## src/design/swm_pkg.sv

```systemverilog
// ============================================================================
// swm_pkg
// Shared constants and types of the sliding window median unit.
// ============================================================================
package swm_pkg;

    localparam int WINDOW_MAX_DEF   = 64;
    localparam int SAMPLE_WIDTH_DEF = 32;
    localparam int CFG_WIDTH        = 7;

    localparam logic [CFG_WIDTH-1:0] WINDOW_SIZE_RESET = 7'd3;

    typedef struct packed {
        logic clear;
        logic drop;
        logic insert;
    } swm_ctrl_t;

endpackage

```

## src/design/swm_cell.sv

```systemverilog
// ============================================================================
// swm_cell
// One entry of the sorted window. Holds a sample, its age and a valid bit,
// and trades entries with its neighbors when the oldest sample is removed or
// a new sample is inserted in order.
// ============================================================================
module swm_cell #(
    parameter int KEY_W = 32,
    parameter int AGE_W = 6
) (
    input  logic                aclk,
    input  logic                aresetn,
    input  swm_pkg::swm_ctrl_t  ctrl,
    input  logic [KEY_W-1:0]    new_key,
    input  logic [AGE_W-1:0]    oldest_age,
    input  logic [KEY_W-1:0]    left_key,
    input  logic [AGE_W-1:0]    left_age,
    input  logic                left_valid,
    input  logic                left_cmp,
    input  logic                left_found,
    input  logic [KEY_W-1:0]    right_key,
    input  logic [AGE_W-1:0]    right_age,
    input  logic                right_valid,
    output logic [KEY_W-1:0]    key,
    output logic [AGE_W-1:0]    age,
    output logic                valid,
    output logic                cmp,
    output logic                found
);
    import swm_pkg::*;

    logic [KEY_W-1:0] key_reg, key_next;
    logic [AGE_W-1:0] age_reg, age_next;
    logic             valid_reg, valid_next;

    assign key   = key_reg;
    assign age   = age_reg;
    assign valid = valid_reg;
    assign cmp   = !valid_reg || ($signed(new_key) < $signed(key_reg));
    assign found = left_found || (valid_reg && (age_reg == oldest_age));

    always_comb begin
        key_next   = key_reg;
        age_next   = age_reg;
        valid_next = valid_reg;
        if (ctrl.clear) begin
            valid_next = 1'b0;
        end else if (ctrl.drop) begin
            if (found) begin
                key_next   = right_key;
                age_next   = right_age;
                valid_next = right_valid;
            end
        end else if (ctrl.insert) begin
            if (cmp) begin
                valid_next = left_valid;
                if (left_cmp) begin
                    key_next = left_key;
                    age_next = left_age + 1'b1;
                end else begin
                    key_next = new_key;
                    age_next = '0;
                end
            end else begin
                age_next = age_reg + 1'b1;
            end
        end
    end

    always_ff @(posedge aclk) begin
        if (!aresetn) begin
            valid_reg <= 1'b0;
        end else begin
            valid_reg <= valid_next;
        end
        key_reg <= key_next;
        age_reg <= age_next;
    end

endmodule

```

## config.mk

```make
export PLATFORM = sky130hd
export DESIGN_NAME = swm_cell
export DESIGN_NICKNAME = d
export VERILOG_FILES = /design/src/design/swm_pkg.sv /design/src/design/swm_cell.sv
export SDC_FILE = /design/constraint.sdc
export NUM_CORES = 1
export LEC_CHECK = 0
export BUFFER_PORTS_ARGS = -buffer_cell sky130_fd_sc_hd__buf_2
export CAP_MARGIN = 15
export CORE_UTILIZATION = 40
export DETAILED_ROUTE_END_ITERATION = 16
export GPL_ROUTABILITY_DRIVEN = 1
export HOLD_SLACK_MARGIN = 0.06
export PLACE_DENSITY = 0.72
export SLEW_MARGIN = 20
export SYNTH_ARGS = -nofsm -noshare
export SYNTH_HDL_FRONTEND = slang
export SYNTH_SLANG_ARGS = --single-unit
```

## constraint.sdc

```tcl
create_clock -name aclk -period 9.7 [get_ports aclk]
set_input_delay 0.97 -clock aclk [delete_from_list [all_inputs] [get_ports aclk]]
set_output_delay 0.97 -clock aclk [all_outputs]
set_load 0.1 [all_outputs]
```

# Yosys cells after proc, flatten, opt, wreduce, memory -nomap -nowiden
# Index checks and enable logic that the tools add are counted.
dict set report word_totals {
  out_inout_bits 41
  input_bits 123
  regBits 39
  wordCells 34
}
dict set report op_classes {
  order_cmp 1
  muxes 14
  n_reduce_logical 10
  bitwise_logic 2
  eq_ne 2
  n_addsub 2
}
# cell count
set ops {}
lappend ops {{32-bit 2-to-1 mux} 5}
lappend ops {{32-bit less-than comparator} 1}
lappend ops {{6-bit 2-to-1 mux} 5}
lappend ops {{6-bit by 1-bit adder with 6-bit output (second input constant)} 2}
lappend ops {{6-bit == test} 1}
lappend ops {{3-bit AND reduction} 2}
lappend ops {{1-bit 2-to-1 mux} 4}
lappend ops {{4-bit AND reduction} 1}
lappend ops {{2-bit nonzero test} 2}
lappend ops {{1-bit logical OR} 2}
lappend ops {{2-bit by 1-bit inequality test with 1-bit output (second input constant)} 1}
lappend ops {{1-bit inverter} 2}
lappend ops {{2-bit OR reduction} 1}
lappend ops {{1-bit logical AND} 1}
lappend ops {{1-bit zero test} 1}

# Depth between registers and ports, before layout
dict set report logic_depth {
  ltp_word 5
  mapped_depth 11
  depth_no_buf 9
}

# Least setup slack after synthesis
# Ideal clock, no wire load.
dict set report synth_timing {
  path_type {register to register}
  from {register key_reg[14] (netlist: key[14])}
  to {register key_reg[0] (netlist: key[0]), enable pin}
  path_buffers 2
  required_time_ns 9.309
  period_less_slack_ns 4.189
  path_slack_ns 5.511
  path_stages_with_launch 12
  arrival_time_ns 3.798
  cell_sequence {edfxtp_1 -> inv_1 -> ha_1 -> and4_1 -> nand2_1 -> or4_1 -> a31oi_1 -> or4b_1 -> buf_2 -> and2_4 -> buf_6 -> o21a_1}
}
dict set report synth_via {
  elab_chain_len 4
}
# item line
set synth_lines {}
lappend synth_lines {{start, declared} swm_cell.sv:32} ;# logic [KEY_W-1:0] key_reg, key_next;
lappend synth_lines {{start signal, assigned} swm_cell.sv:76} ;# key_reg <= key_next;
lappend synth_lines {{32-bit less-than comparator} swm_cell.sv:39} ;# assign cmp = !valid_reg || ($signed(new_key) < $signed(key_reg));
lappend synth_lines {{1-bit logical OR} swm_cell.sv:39}
lappend synth_lines {{net cmp} swm_cell.sv:27} ;# output logic cmp,
lappend synth_lines {{2-bit nonzero test (no source line)} -}
lappend synth_lines {{4-bit AND reduction (no source line)} -}
# The timed path passes the listed nets, and every way through them passes these cells.
# A chain may end at the register's enable or synchronous reset.

# Worst setup path after layout
dict set report layout_timing {
  from {input port new_key[17]}
  to {output port cmp}
}
dict set report layout_via {
  elab_chain_len 2
}
# item line
set layout_lines {}
lappend layout_lines {{start, declared} swm_cell.sv:14} ;# input logic [KEY_W-1:0] new_key,
lappend layout_lines {{32-bit less-than comparator} swm_cell.sv:39}
lappend layout_lines {{1-bit logical OR} swm_cell.sv:39}
lappend layout_lines {{end, declared} swm_cell.sv:27}
# No other way between the ends.

==> impl_summary.log <==
INFO  metric outcome = completed
INFO  metric worst_setup_path_end_kind = output pin
INFO  metric maximum_number_of_pins_on_one_net_before_global_route_repair = 84
INFO  metric die_area = 8140 µm²
INFO  metric clkSlewWorstSetupHoldPaths = 70 ps
INFO  metric num_vias = 2876
INFO  metric relSlewSlack = 31.0%
INFO  metric dieHeight = 90.2 µm
INFO  metric yosys_warnings = 0
INFO  metric initial_core_util = 42.2%
INFO  metric finish.utilization = 55.4%
INFO  metric cts_repair_resize_count = 0
INFO  metric post_synth_mux_area_share = 10.3%
INFO  metric cpPeakStageDelay = 460 ps
INFO  metric clock_insertion_delay_worst_skew = 290 ps
INFO  metric layout.cell_area.non_filler = 4080 µm²
INFO  metric core-area = 7370 µm²
INFO  metric antenna_cells = 0
INFO  metric cts-htree-levels = 2
INFO  metric timing_max_transition_violations_final = 0
INFO  metric cts_num_sinks = 39
INFO  metric final_period_minus_worst_setup_slack = 4500 ps
INFO  metric ctsRootBufferMaster = sky130_fd_sc_hd__clkbuf_8
INFO  metric ws_path_type = primary input to output pin
INFO  metric crit_required = 8730 ps
INFO  metric boundaryPins = 164
INFO  metric routed_antenna_nets = 0
INFO  metric dpl.cell_count = 566
INFO  metric layout.nets = 630
INFO  metric area.growth.synth_to_final = 31.2%
INFO  metric numCtsBuffers = 5
INFO  metric track_usage = 19.5%
INFO  metric synth_compound_gate_area_share = 16.4%
INFO  metric detail_route.first_pass.iterations = 4
INFO  metric timing.fmax = 222 MHz
INFO  metric setup_violations = 0
INFO  metric drt-wirelength-per-cell = 13.6 µm
INFO  metric final_cell_mix = sky130_fd_sc_hd__buf_2 (163), sky130_fd_sc_hd__nand2_1 (45), sky130_fd_sc_hd__edfxtp_1 (38)
INFO  metric first_iter_violations = 70
INFO  metric fin_tns_setup = 0 ps
INFO  metric wl = 7.79 mm
INFO  metric timing.critical_path.arrival = 3530 ps
INFO  metric grt_first_pass_wirelength = 12.9 mm
INFO  metric layout.cells.most_common = sky130_fd_sc_hd__buf_2
INFO  metric post_cts_buffers = 0
INFO  metric dr_drc_count = 0
INFO  metric final-hold-violation-count = 0
INFO  metric synth-simple-area-share = 12.7%
INFO  metric layout-drive-gt1-share = 37.7%
INFO  metric place.port_buffers = 163
INFO  metric timing.final.crit_share = 46.4%
INFO  metric synthesis.instances = 317
INFO  metric largest_reg_flops = 32
INFO  metric synth_seq_area_share = 37.3%
INFO  metric grt_setup_unrepaired = no
INFO  metric timing.hold.worst.class = flop to flop
INFO  metric critPathMaxFanout = 9
INFO  metric initial_antenna_violation_count = 0
INFO  metric finalClockSkew = 5.18 ps
INFO  metric mappedNetlistNets = 473
INFO  metric synthDistinctLibCells = 41
INFO  metric vias_in_the_first_global_route = 2821
INFO  metric synth_seq_cells = 39
INFO  metric leakage = 0.00207 µW
INFO  metric cp_cell_sequence = buf_2 > ha_1 > a21o_1 > a221o_1 > a22oi_1 > o211ai_1 > o211ai_1 > and2_4 > buf_2
INFO  metric holdWs = 671 ps
INFO  metric critPathLaunchType = primary input
INFO  metric place.gp.congestion = 0.768
INFO  metric worstMarginPinSlew = 1030 ps
INFO  metric cpMaxStageDelayCell = sky130_fd_sc_hd__buf_2
INFO  metric globalRoute.totalOverflow = 0
INFO  metric instances_no_fill = 574
INFO  metric dp.final_hpwl = 6.28 mm
INFO  metric placed_cell_area = 4000 µm²
INFO  metric synth_adder_area_share = 13.3%
INFO  metric floorplan.rows = 31
INFO  metric postSynthAreaPerCell = 9.82 µm²
INFO  metric viasPerCell = 5.01
INFO  metric cts_buffer_depth = 2
INFO  metric pwr_density_cell = 119 nW/µm²
INFO  metric post_synth_instance_area = 3110 µm²
INFO  metric ir_drop = 0.0621 mV
INFO  metric cts_hold_buffers = 0
INFO  metric clock_tree_from_tritoncts = built
INFO  metric synth_top_family_by_area = compound AO/OA/AOI/OAI gates
INFO  metric yosys.area_share.xor_xnor = 3.94%
INFO  metric cap_violations = 0
INFO  metric die_width = 90.2 µm
## routing by layer
metal	up-vias	global-route usage [%]	routed length (µm)
met5	-	0	0
met4	0	5.11	91
met3	8	3.98	524
met2	123	34.7	3790
met1	1285	23.9	3390
li1	1460	-	-
## worst paths after layout
path,slack [ps],from,depth (start not counted),end
setup / recovery,5200,new_key[17],9,cmp
setup reg to reg,6440,key[19],10,key[29]
hold reg to reg,670,valid,3,valid
hold / removal,670,valid,3,valid
## Yosys cell counts
cell                        count  area (µm²)
sky130_fd_sc_hd__nor2b_1        2        12.5
sky130_fd_sc_hd__o21ai_0       24         120
sky130_fd_sc_hd__o311ai_4       4         105
sky130_fd_sc_hd__o211ai_1       2        15.0
sky130_fd_sc_hd__nand4_1        8        50.1
sky130_fd_sc_hd__a2111oi_0      1        8.76
sky130_fd_sc_hd__a221o_1        1        10.0
sky130_fd_sc_hd__a31oi_1        1        6.26
sky130_fd_sc_hd__nor4_1         1        6.26
sky130_fd_sc_hd__or4b_1         1        10.0
sky130_fd_sc_hd__a21oi_1        8        40.0
sky130_fd_sc_hd__dfxtp_1        1        20.0
sky130_fd_sc_hd__buf_2          1        5.00
sky130_fd_sc_hd__a41o_1         1        10.0
sky130_fd_sc_hd__and2_0         2        12.5
sky130_fd_sc_hd__ha_1          33         413
sky130_fd_sc_hd__nand2b_1       3        18.8
sky130_fd_sc_hd__nand3b_1       1        7.51
sky130_fd_sc_hd__a2bb2oi_1      1        8.76
sky130_fd_sc_hd__mux2i_1       32         320
sky130_fd_sc_hd__and2_4         1        8.76
sky130_fd_sc_hd__nor2_1         7        26.3
sky130_fd_sc_hd__o311ai_2       2        32.5
sky130_fd_sc_hd__inv_1         33         124
sky130_fd_sc_hd__nand2_1       45         169
sky130_fd_sc_hd__clkbuf_1      13        48.8
sky130_fd_sc_hd__o21ai_1       11        55.1
sky130_fd_sc_hd__xnor2_1        5        43.8
sky130_fd_sc_hd__a21boi_1       1        7.51
sky130_fd_sc_hd__edfxtp_1      38        1140
sky130_fd_sc_hd__buf_6          1        11.3
sky130_fd_sc_hd__a221oi_1       1        8.76
sky130_fd_sc_hd__o21a_1         2        15.0
sky130_fd_sc_hd__nor3_1         1        5.00
sky130_fd_sc_hd__a21o_1         6        45.0
sky130_fd_sc_hd__o41ai_2        1        16.3
sky130_fd_sc_hd__nand3_1        7        35.0
sky130_fd_sc_hd__xor2_1         9        78.8
sky130_fd_sc_hd__or4_1          2        15.0
sky130_fd_sc_hd__and4_1         2        17.5
sky130_fd_sc_hd__a22oi_1        1        7.51
## critical path: cells and delay by family
family,cells,cell delay [ps]
compound gates,5,1320
buf+inv,2,570
simple gates,1,360
fa+ha+maj,1,300
## power breakdown
part | leakage, µW | total [µW] | internal (µW) | switching (µW)
sequential | 0.000367 | 203 | 198 | 5.64
clock | 0.0000422 | 108 | 50.6 | 57.3
combinational | 0.00167 | 175 | 55.8 | 119
total | 0.00207 | 486 | 304 | 182
## per-stage QoR
step,total power [µW],worst slack [ps]
after floorplan,332,5510
after global placement,380,5170
after detailed placement,384,5150
after CTS,493,5120
after global routing,512,5000
final,486,5200
## cell type report
class	count	area, µm²
inverters	33	124
well taps	99	124
flip-flops and latches	39	1160
repair buffers	165	831
clock inverters	1	5.00
clock buffers	7	76.3
multi-input cells	230	1760
fillers	663	3290
## cells by family (layout without fill, tap and decap cells)
group           count (synthesis)  after routing
mux                            32             32
flops                          39             39
simple gates                   83             83
compound gates                 68             68
buf+inv                        48            206
fa+ha+maj                      33             33
xor+xnor                       14             14
Power figures use the tool's default switching activity.
